==> src/rtl/core/lcdnib_pkg.sv <==
package lcdnib_pkg;

    typedef enum logic [1:0] {
        CMD_INSTR  = 2'd0,
        CMD_CHAR   = 2'd1,
        CMD_CURSOR = 2'd2,
        CMD_INIT   = 2'd3
    } lcd_cmd_t;

    localparam int IDX_W = 5;
    localparam int WAIT_W = 13;
    localparam int ADDR_W = 7;

    // configuration register indexes
    localparam logic [1:0] REG_EXP_ADDR  = 2'd0;
    localparam logic [1:0] REG_BACKLIGHT = 2'd1;

    localparam logic [ADDR_W-1:0] EXP_ADDR_RESET = 7'd39;
    localparam logic              BACKLIGHT_RESET = 1'b1;

    // expander pin bits
    localparam int BIT_RS = 0;
    localparam int BIT_E  = 2;
    localparam int BIT_BL = 3;

    localparam logic [IDX_W-1:0] LAST_IDX_BYTE4 = 5'd3;
    localparam logic [IDX_W-1:0] LAST_IDX_INIT  = 5'd23;
    localparam logic [IDX_W-1:0] INIT_NIB_END   = 5'd8;

    localparam logic [WAIT_W-1:0] WAIT_BYTE      = 13'd50;
    localparam logic [WAIT_W-1:0] WAIT_INIT_LONG = 13'd5050;
    localparam logic [WAIT_W-1:0] WAIT_INIT_MID  = 13'd250;
    localparam logic [WAIT_W-1:0] WAIT_CLEAR     = 13'd2050;

    localparam logic [7:0] DDRAM_SET = 8'h80;

    // instructions following the nibble-mode reset writes
    function automatic logic [7:0] init_instr(input logic [1:0] sel);
        logic [7:0] r;
        case (sel)
            2'd0: r = 8'h28;
            2'd1: r = 8'h0C;
            2'd2: r = 8'h06;
            default: r = 8'h01;
        endcase
        return r;
    endfunction

endpackage

==> src/rtl/core/char_lcd_nibble_sequencer.sv <==
// a taken request is held in the request registers, and each byte in the output registers
// throughput: one byte per cycle while active; 4 bytes per instruction, character or
// cursor set, 24 per initialize; busy drops on a request's last byte so the next follows
// without a gap. results are strobed for one cycle and the receiver cannot stall
// reset: async active low; clears the sequencer and loads address 39, backlight on
module char_lcd_nibble_sequencer
    import lcdnib_pkg::*;
(
    input  logic                clk,
    input  logic                rst_n,
    input  logic                start,
    output logic                busy,
    input  logic [1:0]          command,
    input  logic [7:0]          value,
    input  logic [1:0]          row,
    input  logic [4:0]          col,
    input  logic                cfg_valid,
    output logic                cfg_ready,
    input  logic [1:0]          cfg_index,
    input  logic [ADDR_W-1:0]   cfg_data,
    output logic                result_valid,
    output logic [7:0]          expander_byte,
    output logic [ADDR_W-1:0]   target_address,
    output logic [WAIT_W-1:0]   wait_after_us,
    output logic                last
);

    logic [ADDR_W-1:0] exp_addr_reg;
    logic              backlight_reg;

    logic              active_reg, active_next;
    lcd_cmd_t          cmd_reg, cmd_next;
    logic [7:0]        data_reg, data_next;
    logic [IDX_W-1:0]  idx_reg, idx_next;

    logic              out_valid_reg;
    logic [7:0]        byte_reg, byte_next;
    logic [ADDR_W-1:0] addr_reg;
    logic [WAIT_W-1:0] wait_reg, wait_next;
    logic              last_reg;

    logic              cur_last;
    logic              accept;
    logic [7:0]        cursor_addr;
    logic [7:0]        wr_byte;
    logic [3:0]        nib;
    logic              rs;
    logic              bl;
    logic              e_bit;

    assign cfg_ready = 1'b1;

    always_ff @(posedge clk or negedge rst_n)
    begin
        if (!rst_n)
        begin
            exp_addr_reg  <= EXP_ADDR_RESET;
            backlight_reg <= BACKLIGHT_RESET;
        end
        else if (cfg_valid && cfg_ready)
        begin
            unique case (cfg_index)
                REG_EXP_ADDR:  exp_addr_reg  <= cfg_data;
                REG_BACKLIGHT: backlight_reg <= cfg_data[0];
                default: ;
            endcase
        end
    end

    assign cur_last = active_reg &&
                      (idx_reg == ((cmd_reg == CMD_INIT) ? LAST_IDX_INIT : LAST_IDX_BYTE4));
    assign busy     = active_reg && !cur_last;
    assign accept   = start && !busy;

    // row bit 0 adds 64, row bit 1 adds 20
    assign cursor_addr = DDRAM_SET + {1'b0, row[0], 6'd0} + (row[1] ? 8'd20 : 8'd0)
                         + {3'd0, col};

    always_comb
    begin
        active_next = active_reg;
        cmd_next    = cmd_reg;
        data_next   = data_reg;
        idx_next    = idx_reg;
        if (accept)
        begin
            active_next = 1'b1;
            cmd_next    = lcd_cmd_t'(command);
            data_next   = (lcd_cmd_t'(command) == CMD_CURSOR) ? cursor_addr : value;
            idx_next    = '0;
        end
        else if (active_reg)
        begin
            if (cur_last)
                active_next = 1'b0;
            else
                idx_next = idx_reg + 1'b1;
        end
    end

    // one expander byte from the current request and its byte index
    always_comb
    begin
        wr_byte   = data_reg;
        rs        = 1'b0;
        bl        = backlight_reg;
        e_bit     = !idx_reg[0];
        wait_next = WAIT_BYTE;
        case (cmd_reg)
            CMD_CHAR: rs = 1'b1;
            CMD_INIT:
            begin
                if (idx_reg < INIT_NIB_END)
                begin
                    wr_byte = (idx_reg[2:1] == 2'd3) ? 8'h20 : 8'h30;
                    bl      = 1'b0;
                    if (idx_reg == 5'd1)
                        wait_next = WAIT_INIT_LONG;
                    else if (idx_reg == 5'd3)
                        wait_next = WAIT_INIT_MID;
                end
                else
                begin
                    wr_byte = init_instr(2'(idx_reg[4:2] - 3'd2));
                    if (idx_reg == LAST_IDX_INIT)
                        wait_next = WAIT_CLEAR;
                end
            end
            default: ;
        endcase
        // the reset nibbles send only the high half
        if (cmd_reg == CMD_INIT && idx_reg < INIT_NIB_END)
            nib = wr_byte[7:4];
        else
            nib = idx_reg[1] ? wr_byte[3:0] : wr_byte[7:4];
        byte_next         = {nib, 4'd0};
        byte_next[BIT_RS] = rs;
        byte_next[BIT_E]  = e_bit;
        byte_next[BIT_BL] = bl;
    end

    always_ff @(posedge clk or negedge rst_n)
    begin
        if (!rst_n)
        begin
            active_reg    <= 1'b0;
            out_valid_reg <= 1'b0;
        end
        else
        begin
            active_reg    <= active_next;
            out_valid_reg <= active_reg;
        end
    end

    always_ff @(posedge clk)
    begin
        cmd_reg  <= cmd_next;
        data_reg <= data_next;
        idx_reg  <= idx_next;
        byte_reg <= byte_next;
        addr_reg <= exp_addr_reg;
        wait_reg <= wait_next;
        last_reg <= cur_last;
    end

    assign result_valid   = out_valid_reg;
    assign expander_byte  = byte_reg;
    assign target_address = addr_reg;
    assign wait_after_us  = wait_reg;
    assign last           = last_reg;

    // a taken request always produces a byte once it has passed the request and output registers
    a_accept_emits: assert property (@(posedge clk) disable iff (!rst_n)
        accept |-> ##2 result_valid)
        else $error("no result after accepted request");

    // while busy another byte must follow
    a_busy_emits: assert property (@(posedge clk) disable iff (!rst_n)
        busy |=> result_valid && !last)
        else $error("busy without pending byte");

    // the final init byte carries the clear-display wait
    a_init_tail: assert property (@(posedge clk) disable iff (!rst_n)
        (active_reg && cmd_reg == CMD_INIT && cur_last) |=>
            (last && wait_after_us == WAIT_CLEAR))
        else $error("init tail wait wrong");

    // a result with last set ends the request, so busy was low in the previous cycle
    a_last_frees: assert property (@(posedge clk) disable iff (!rst_n)
        (result_valid && last) |-> $past(!busy))
        else $error("last byte while still busy");

endmodule

==> config.mk <==
export PLATFORM = sky130hd
export DESIGN_NAME = char_lcd_nibble_sequencer
export DESIGN_NICKNAME = d
export VERILOG_FILES = /design/src/rtl/core/lcdnib_pkg.sv /design/src/rtl/core/char_lcd_nibble_sequencer.sv
export SDC_FILE = /design/constraint.sdc
export NUM_CORES = 1
export LEC_CHECK = 0
export ABC_AREA = 1
export BUFFER_PORTS_ARGS = -buffer_cell sky130_fd_sc_hd__buf_4
export CORE_MARGIN = 3
export CORE_UTILIZATION = 38
export CTS_CLUSTER_SIZE = 40
export DETAILED_ROUTE_END_ITERATION = 7
export SETUP_SLACK_MARGIN = 0.4
export SLEW_MARGIN = 20
export SYNTH_ARGS = -nofsm -noshare
export SYNTH_HDL_FRONTEND = slang
export SYNTH_SLANG_ARGS = --single-unit
==> constraint.sdc <==
create_clock -name clk -period 4.35 [get_ports clk]
set_input_delay 0.87 -clock clk [delete_from_list [all_inputs] [get_ports clk]]
set_output_delay 0.87 -clock clk [all_outputs]
set_load 0.02 [all_outputs]
After elaboration in Yosys (flattened, before gate mapping). Cells that the tools add are included.

$lt $le $gt $ge: 1. Reduce and logical (&&, ||, !) cells: 12. Equality and inequality tests: 11. Mux-type cells: 19. Bitwise gates (word level): 1. Add/subtract/negate cells: 5.

Operator list (number): 13-bit 2-to-1 mux (2); 8-bit 2-to-1 mux (3); 6-bit case mux with 3 select lines (1); 8-bit by 5-bit adder with 8-bit output (2); 5-bit 2-to-1 mux (3); 12-bit 2-to-1 mux (1); 8-bit by 7-bit adder with 8-bit output, first input constant (1); 2-bit equality test, second input constant (4); 4-bit 2-to-1 mux (2); 2-bit by 1-bit equality test with 1-bit output, second input constant (3); 1-bit 2-to-1 mux (6); 6-bit 2-to-1 mux (1); 2-bit AND reduction (3); 5-bit by 1-bit adder with 5-bit output, second input constant (1); 5-bit by 1-bit equality test with 1-bit output, second input constant (1); 5-bit by 2-bit equality test with 1-bit output, second input constant (1); 5-bit equality test (1); 5-bit equality test, second input constant (1); 5-bit by 4-bit less-than comparator with 1-bit output, second input constant (1); 1-bit logical AND (4); 2-bit zero test (2); 1-bit zero test (3); 2-bit subtractor, second input constant (1); 1-bit inverter (1).

Register bits after elaboration: 53.

Logic depth before layout (Yosys ltp). Gate-level depths: netlist of run 1.

Word-level depth: 9. Mapped depth: 8. Depth with buffers taken out: 8.

Worst setup path before layout of run 1. No wires, ideal clock.

Kind: flip-flop to output port. Start: register idx_reg[1]. End: output busy. Path slack: 2.334 ns. Arrival: 1.146 ns. Stages on the path, launching flop included: 7. Data required time: 3.480 ns. Path through: dfxtp_1 ha_1 inv_1 nor2_1 nand3_4 nand2_4 inv_2.

Longest elaborated chain between the ends: 4.

Ends and longest elaborated chain: start, declared (line char_lcd_nibble_sequencer.sv:34) `logic [IDX_W-1:0] idx_reg, idx_next;`; start signal, assigned (line char_lcd_nibble_sequencer.sv:160) `idx_reg <= idx_next;`; 5-bit equality test (line char_lcd_nibble_sequencer.sv:71) `(idx_reg == ((cmd_reg == CMD_INIT) ? LAST_IDX_INIT : LAST_IDX_BYTE4));`; 1-bit logical AND (line char_lcd_nibble_sequencer.sv:70) `assign cur_last = active_reg &&`; 1-bit zero test (line char_lcd_nibble_sequencer.sv:72) `assign busy = active_reg && !cur_last;`; 1-bit logical AND (line char_lcd_nibble_sequencer.sv:72); end, declared (line char_lcd_nibble_sequencer.sv:12) `output logic busy,`.

No other way between the ends.

Worst setup path in the final report of run 1. Same ends and word-level chain as after synthesis.

==> run metrics, run 1 <==
Worst-Margin Slew just under 0.7 ns; post-synthesis mux area share around 3.6%; post_cts resized 0; Slew Viols, Final 0; vias in the first global route 1,331; share of post-route cells with drive strength above 1 34.0%; CTS tree yes; Period minus WS final 2.58 ns; Tcrit/Tclk final roughly three fifths; CP Capture Type output pin; Hold Path Origin exp_addr_reg[3]; worst path bufs/invs 3; r2r startpoint idx_reg[1]; simple-gate share of the synthesized area 15.6%; IO buf count 55; TritonRoute pass-1 iters 4; via count around 1,400; Root Buffer clkbuf_8; total power 1.34 mW; number of CTS-inserted buffers 5; largest net degree at the start of global routing 16; number of top-level pins just over 60; Compound-Gate Fraction of Synth Area 7.67%; CP delay by family, top simple AND/OR/NAND/NOR gates; hold depth 0; core area roughly 0.0046 mm^2; post-synthesis xor/xnor area fraction around 1.4%; post-route DRC violation count 0; Routed wire per std cell 11.0 um; Fin. Hold Viols 0; RSZ-0062 raised after global routing false; status complete, no violations; vias per cell about 4.4; Worst Setup SP idx_reg[1]; initial antenna violation count 0; Synth area leaders dfxtp_1 (27%), edfxtp_1 (16%), dfstp_2 (7.0%); Ys Warns 0; Final HPWL DP between 2000 and 3000 um; Area Growth Syn to Fin 27.6%; critical path's slowest cell dfxtp_1; crit-path max cell delay 0.43 ns; first-pass GRT wire length between 5000 and 6000 um; postcts setup bufs 0; CTS max path bufs 2; Nets 280; Die X approximately 76 um; Adder-Cell Fraction of Synth Area 6.67%; ant diodes 0; Reg2Reg Depth 5; Mean Syn Cell Area a little over 10 um^2; r2r setup slk ~2.3 ns; top cell type's share of synthesized area 26.7%; Synth Cell Area approximately 0.0019 mm^2; synth unique cells 35; Critical Path RT 3.48 ns; setup TNS 0 ns; die area 0.00581 mm^2; largest family of logic cells by synthesized area simple AND/OR/NAND/NOR gates; reg2reg end cmd_reg[0]; GRT Overall Usage between 10% and 20%; FMAX 387 MHz; Worst-path clk slew about 0.09 ns; DRC marker count from the first detailed-route iteration 45; Max VDD drop approximately 0.18 mV; final number of setup-violating endpoints 0; height of the die between 70 and 80 um; CTS Hold Bufs 0; Cells after Synth ~190; Leak Pwr around 1.1 nW; crit path max fanout 7; CTS Sinks 45; Worst Hold Class flop to flop; Fin Clk Skew 0.0106 ns; flops & latches, synth 45; DRT antenna net count 0; Slew HR between 50% and 60%; Pwr per Cell Area 562 mW/mm^2; WL final about 3400 um; worst path arrival time 1.71 ns; Seq/Total Area, Yosys a little under three fifths; Critical Path Start Type flop; Worst-Skew Late Latency about 0.3 ns; Crit Path Class flop to output pin; worst hold path endpoint target_address[3]; Row Count 24; largest area contributor in the netlist dfxtp_1; # Max-Cap Violations 0; GRT overflow 0; H-tree depth 2; Starting Density roughly two fifths; CP Cell Sequence ha_1 > inv_1 > nor2_1 > nand3_4 > nand2_4 > inv_2 > buf_4; Largest register FFs 8; placer's final routability congestion estimate a little under 0.8
## cell type report
cell class                      count  area, um^2
Fill cell                         438        2170
Multi-Input combinational cell    113         678
Clock inverter                      3        20.0
Sequential cell                    45        1060
Timing Repair Buffer               55         413
Tap cell                           65        81.3
Clock buffer                        5        68.8
Inverter                           20        75.1
## per-layer routing
metal	up-vias	global-route usage [%]	wire, um
met5	-	0	0
met4	0	6.52	57
met3	5	3.19	220
met2	43	19.9	1570
met1	609	15.6	1530
li1	696	-	-
## cells in the mapped netlist
cell type  number
edfxtp_1       10
clkinv_1        1
ha_1           10
nand3_1         9
o21ai_1         1
inv_2           1
nand2_4         1
dfxtp_1        25
o21ai_2         2
a2111oi_0       1
or2_2           1
nand4_1         1
buf_2           1
a22oi_1         2
conb_1          2
a21oi_2         1
mux2_2          6
xor2_1          2
inv_1          18
nand3_4         1
o211ai_1        1
buf_4          10
nand2_2         1
dfstp_2         5
nor3b_1         1
nor2_1         14
nand2_1        34
a22o_1          1
dfrtp_1         5
nor3_1          1
a211oi_1        1
a21oi_1         6
nand3b_1        1
o21ai_0         7
xnor2_1         1
## worst max-delay path by stage
stage	cells past startpoint	slack (ns)	end
floorplan	6	2.33	busy
global placement	7	2.15	busy
detailed placement	7	2.11	busy
CTS	7	1.76	busy
global route	7	1.60	busy
finish	7	1.77	busy
## cells in the final DEF (no fill, tap or decap), types with 2 or more instances in the layout
cell type  Yosys  final
dfstp_2        5      5
conb_1         2      6
o21ai_0        7      7
buf_4         10     55
xor2_1         2      2
o21ai_2        2      2
a21oi_1        6      6
mux2_2         6      6
edfxtp_1      10     10
inv_1         18     18
clkbuf_8       0      5
dfxtp_1       25     25
nand3_1        9      9
a22oi_1        2      2
ha_1          10     10
nand2_1       34     34
nor2_1        14     14
dfrtp_1        5      5
## where the power goes
group          internal (mW)  switching (mW)
registers              0.543          0.0646
logic                  0.194           0.285
clock network          0.114           0.142
total                  0.852           0.492
## worst register-to-register path: stages, from the launching register on
cell and delay, ns:
dfxtp_1 0.43, ha_1 0.26, inv_1 0.09, nor2_1 0.17
nand3_4 0.14, a21oi_2 0.58
## stage by stage
stage	cells	util, %	setup WS [ns]	area [um^2]	hold WS (ns)
floorplan	189	-	2.33	1890	0.342
global placement	298	50.5	2.15	2300	0.345
detailed placement	298	50.5	2.11	2300	0.354
CTS	306	52.4	1.76	2390	0.374
global route	306	52.4	1.60	2390	0.366
finish	306	52.4	1.77	2390	0.370
## cell families (layout without fill, tap and decap cells)
logic type / after synthesis / count (layout)
fa+ha+maj: 10 / 10
simple gates: 65 / 65
flops: 45 / 45
compound gates: 23 / 23
mux: 6 / 6
other cells: 2 / 6
xor+xnor: 3 / 3
buf+inv: 31 / 83
Power figures use the tool's default switching activity.
==> run 2, diff against run 1 <==
clock period = 2.6 ns   (was 4.35 ns; I/O delays follow)
==> run 2 against run 1 <==
  * Clock power is 70% higher
  * Die area stayed put
  * Highest routed layer unchanged
  * Via count shrank 0.59%
  * Combinational power is 69% higher
  * Sequential share of layout area is 0.41 points lower
  * Clock skew is 0.0040 ns lower
  * Sequential cell count unchanged
  * Non-clock buffer count grew 1
  * Largest cell class unchanged
  * First-iteration DRC count fell by 47%
  * Critical endpoint unchanged
==> run metrics, run 2 (synthesized netlist as in run 1, its figures left out) <==
status complete, no violations; Row Count 24; Worst Hold Class primary input to asynchronous set/reset pin; Pwr per Cell Area ~940 mW/mm^2; most frequent cells in the layout buf_4 (56), nand2_1 (33), dfxtp_1 (22); Worst-Margin Slew roughly 0.57 ns; Seq pwr share a little under half; RSZ-0062 raised after global routing false; H-tree depth 2; Area Growth Syn to Fin 29.3%; Final Util a little over half; CTS max path bufs 2; first-pass GRT wire length between 5000 and 6000 um; largest net degree at the start of global routing 15; GRT overflow 0; share of post-route cells with drive strength above 1 36.8%; IO buf count between 50 and 60; switching fraction of total power 35.7%; Routed wire per std cell 10.9 um; Worst-Skew Late Latency ~0.29 ns; vias in the first global route ~1,300; Crit Path Class flop to output pin; height of the die roughly 76 um; Slew Viols, Final 0; CTS Hold Bufs 0; reg2reg end idx_reg[3]; Power Internal about 1.5 mW; ant diodes 0; r2r setup slk between 0.7 and 0.8 ns; Period minus WS final 2.07 ns; met1 Resource Use GR 15.5%; Worst-path clk slew about 0.08 ns; Clock power frac a little under a fifth; via count between 1,000 and 1,500; Slew HR roughly three fifths; met3 usage under 10%; Starting Density 41.1%; Root Buffer clkbuf_8; vias per cell 4.38; placer's final routability congestion estimate approximately 0.77; Leak Pwr ~1.1 nW; global route hottest layer met2; Psw ~0.81 mW; # Max-Cap Violations 0; Worst Setup SP idx_reg[1]; CTS tree yes; setup TNS 0 ns; worst path bufs/invs 3; GRT Overall Usage between 10% and 20%; CP Capture Type output pin; core area 0.00456 mm^2; Nets 281; final number of setup-violating endpoints 0; crit-path max cell delay around 0.38 ns; Fin Clk Skew roughly 0.0066 ns; Critical Path RT ~2.1 ns; CP delay by family, top flip-flops; Fin. Hold Viols 0; TritonRoute pass-1 iters 4; critical path's slowest cell dfxtp_2; post-route DRC violation count 0; crit path max fanout 7; CTS Sinks 45; WL final 3340 um; Tcrit/Tclk final between 70 and 80%; commonest non-fill, non-tap cell in the layout buf_4; die area 0.00581 mm^2; Critical Path Start Type flop; DRT antenna net count 0; Gate power share between 30 and 40%; total power roughly 2.3 mW; Reg2Reg Depth 7; initial antenna violation count 0; grt met2 use 19.2%; worst path arrival time 1.55 ns; FMAX between 400 and 500 MHz; number of CTS-inserted buffers 5; DRC marker count from the first detailed-route iteration 24; CP Cell Sequence ha_2 > inv_1 > nor2_2 > nand3_4 > nand2_4 > inv_2 > buf_4; Final HPWL DP 2660 um; Die X ~76 um; Largest register FFs 8; number of top-level pins 62; r2r startpoint idx_reg[1]; Max VDD drop 0.302 mV
run 2: worst max path at each step:
stage                      end  slack, ns  depth (start not counted)
floorplan           cmd_reg[0]       0.81                          5
global placement    cmd_reg[0]       0.66                          5
detailed placement  idx_reg[3]       0.61                          7
CTS                       busy       0.41                          7
global route              busy       0.42                          7
finish                    busy       0.53                          7
run 2: metrics by stage:
stage                     setup WS [ns]  cells  area, um^2  hold slack [ns]
final                             0.527    307        2420           0.0402
after global routing              0.419    307        2420           0.0272
after CTS                         0.406    307        2410           0.0292
after detailed placement          0.611    299        2310            0.350
after global placement            0.664    299        2310            0.345
after floorplan                   0.810    189        1890            0.224
run 2: layout make-up:
class                      count  area [um^2]
sequential                    45         1060
inverter                      20         75.1
tap                           65         81.3
multi-input combinational    113          691
timing repair buffer          56          420
clock inverter                 2         13.8
fill                         430         2140
clock buffer                   6         82.6
run 2: timing repair:
action,4_1_cts,5_1_grt
setup buffers,0,0
gates resized for setup,2,5
pin swaps,0,0
endpoints found under the setup margin,1,1
run 2: power by group through the flow:
stage | Clock (mW) | Combinational (mW) | Sequential, mW
after global placement | 0 | 0.819 | 1.03
after detailed placement | 0 | 0.809 | 1.04
final | 0.437 | 0.810 | 1.03
after floorplan | 0 | 0.444 | 1.11
after CTS | 0.456 | 0.819 | 1.02
after global routing | 0.483 | 0.912 | 1.05
run 2: metal layers:
layer  up-vias  wire length, um
met5         -                0
li1        699                -
met2        42             1490
met3         7              215
met4         0               82
met1       597             1550
==> run 3, diff against run 2 <==
clock period = 2.1 ns   (was 2.6 ns; I/O delays follow)
==> run 3 against run 2 <==
  * Worst hold slack improved by 0.27 ns
  * Critical path type unchanged
  * Clock power grew 16%
  * Total power increased by 30%
  * Register-to-register slack got worse by 0.19 ns
  * Count of clock-buffer cells in the layout rose by 1
  * Sequential share of layout area is 1.8 points lower
  * First-iteration DRC count grew to 2.5 times the previous value
  * Sequential cell count unchanged
  * Via count up 3.2%
  * Combinational power increased by 47%
==> run metrics, run 3 (synthesized netlist as in run 1, its figures left out) <==
status complete, no violations; Fin Clk Skew 0.00629 ns; Die X approximately 76 um; worst path arrival time between 1 and 1.5 ns; Pwr per Cell Area between 1000 and 1500 mW/mm^2; final number of setup-violating endpoints 0; H-tree depth 2; CTS tree yes; die area between 0.005 and 0.006 mm^2; CTS Sinks 45; dpl ws approximately 0.25 ns; Row Count 24; IO buf count between 50 and 60; WL final about 3600 um; critical path's slowest cell edfxtp_1; placer's final routability congestion estimate around 0.75; # Max-Cap Violations 0; core area around 0.0046 mm^2; CTS max path bufs 2; Worst Hold Class primary input to flop; Nets 293; number of CTS-inserted buffers 5; RSZ-0062 raised after global routing true; Final HPWL DP between 2000 and 3000 um; number of top-level pins between 60 and 70; DRC marker count from the first detailed-route iteration 60; vias per cell approximately 4.4; area of the multi-input gates 719 um^2; worst path bufs/invs 3; DRT antenna net count 0; Leak Pwr ~1.2 nW; ant diodes 0; Critical Path Start Type flop; Final Util ~56%; share of post-route cells with drive strength above 1 around 40%; Max VDD drop roughly 0.42 mV; GRT Overall Usage between 10% and 20%; height of the die around 76 um; Critical Path RT approximately 1.7 ns; register area ~0.0011 mm^2; TritonRoute pass-1 iters 5; Worst-Skew Late Latency 0.29 ns; Crit Path Class flop to output pin; crit-path max cell delay 0.41 ns; setup ws final ~0.36 ns; Slew Viols, Final 0; vias in the first global route around 1,400; via count 1,388; Area Growth Syn to Fin 35.8%; FMAX 574 MHz; GRT overflow 0; Starting Density about two fifths; most frequent cells in the layout buf_4 (66), nand2_1 (33), dfxtp_1 (22); first-pass GRT wire length around 6500 um; Root Buffer clkbuf_8; Worst-path clk slew around 0.080 ns; fillcell total 428; initial antenna violation count 0; Fin. Hold Viols 0; Routed wire per std cell 11.4 um; Period minus WS final roughly 1.7 ns; CP Cell Sequence nand2_2 > inv_2 > o21ai_4 > nand3_4 > nand2_4 > inv_4 > buf_6; crit path max fanout 4; Largest register FFs 8; post-route DRC violation count 0; CP Capture Type output pin; CP delay by family, top flip-flops; largest net degree at the start of global routing 14; Tcrit/Tclk final between 80% and 90%; setup TNS 0 ns; commonest non-fill, non-tap cell in the layout buf_4
run 3: changes by cell type in the layout (fill, tap and decap cells not counted), sizes merged:
cell	previous run	this run
clkinvlp	0	1
buf	56	67
clkbuf	6	7
clkinv	3	1
dlygate4sd3	0	1
run 3: routing by layer:
layer  wire [um]  global-route usage (%)
met2        1680                    22.0
met1        1650                    17.4
met4          72                    5.98
met5           0                       0
met3         243                    3.78
run 3: repair_timing:
| item | CTS | global route |
|---|---|---|
| endpoints found under the hold margin | 5 | 0 |
| hold buffers | 1 | 0 |
| setup buffers | 8 | 2 |
| cloned | 0 | 0 |
| pin swaps | 4 | 5 |
| gates resized for setup | 14 | 4 |
| setup endpoints to repair | 14 | 1 |
run 3: worst paths after layout:
path	from	to	slack (ns)	cells past startpoint
setup reg to reg	idx_reg[1]	wait_after_us[6]	0.60	4
hold / removal	command[0]	cmd_reg[0]	0.31	1
max in group asynchronous	rst_n	exp_addr_reg[2]	1.39	2
min in group asynchronous	rst_n	exp_addr_reg[4]	0.49	2
hold reg to reg	exp_addr_reg[6]	target_address[6]	0.37	0
setup / recovery	cmd_reg[0]	busy	0.36	7
run 3: final cells by class:
class	instances	area share, %
Clock buffer	7	3.00
Clock inverter	1	0.295
Inverter	20	3.05
Multi-Input combinational cell	113	28.2
Sequential cell	45	41.9
Tap cell	65	3.19
Timing Repair Buffer	68	20.3
run 3: worst reg2reg max path, cell delays in order (launching register included):
cell and delay (ns):
dfxtp_4 0.37, buf_4 0.13, clkinv_1 0.19, ha_1 0.28, a2111oi_0 0.41
run 3: report_power, final:
part	total, mW	switching (mW)	leakage, nW	internal [mW]
combinational	1.19	0.673	0.740	0.521
clock	0.507	0.272	0.0385	0.235
sequential	1.26	0.118	0.407	1.14
run 3: per-stage QoR:
step           hold slack [ns]  cell area [um^2]  instances  power [mW]
3_5_place_dp             0.259              2330        300        2.30
3_3_place_gp             0.258              2330        300        2.29
5_1_grt                  0.301              2550        319        3.17
6_report                 0.309              2550        319        2.96
4_1_cts                  0.305              2520        317        2.94
2_1_floorplan            0.124              1900        189        1.94
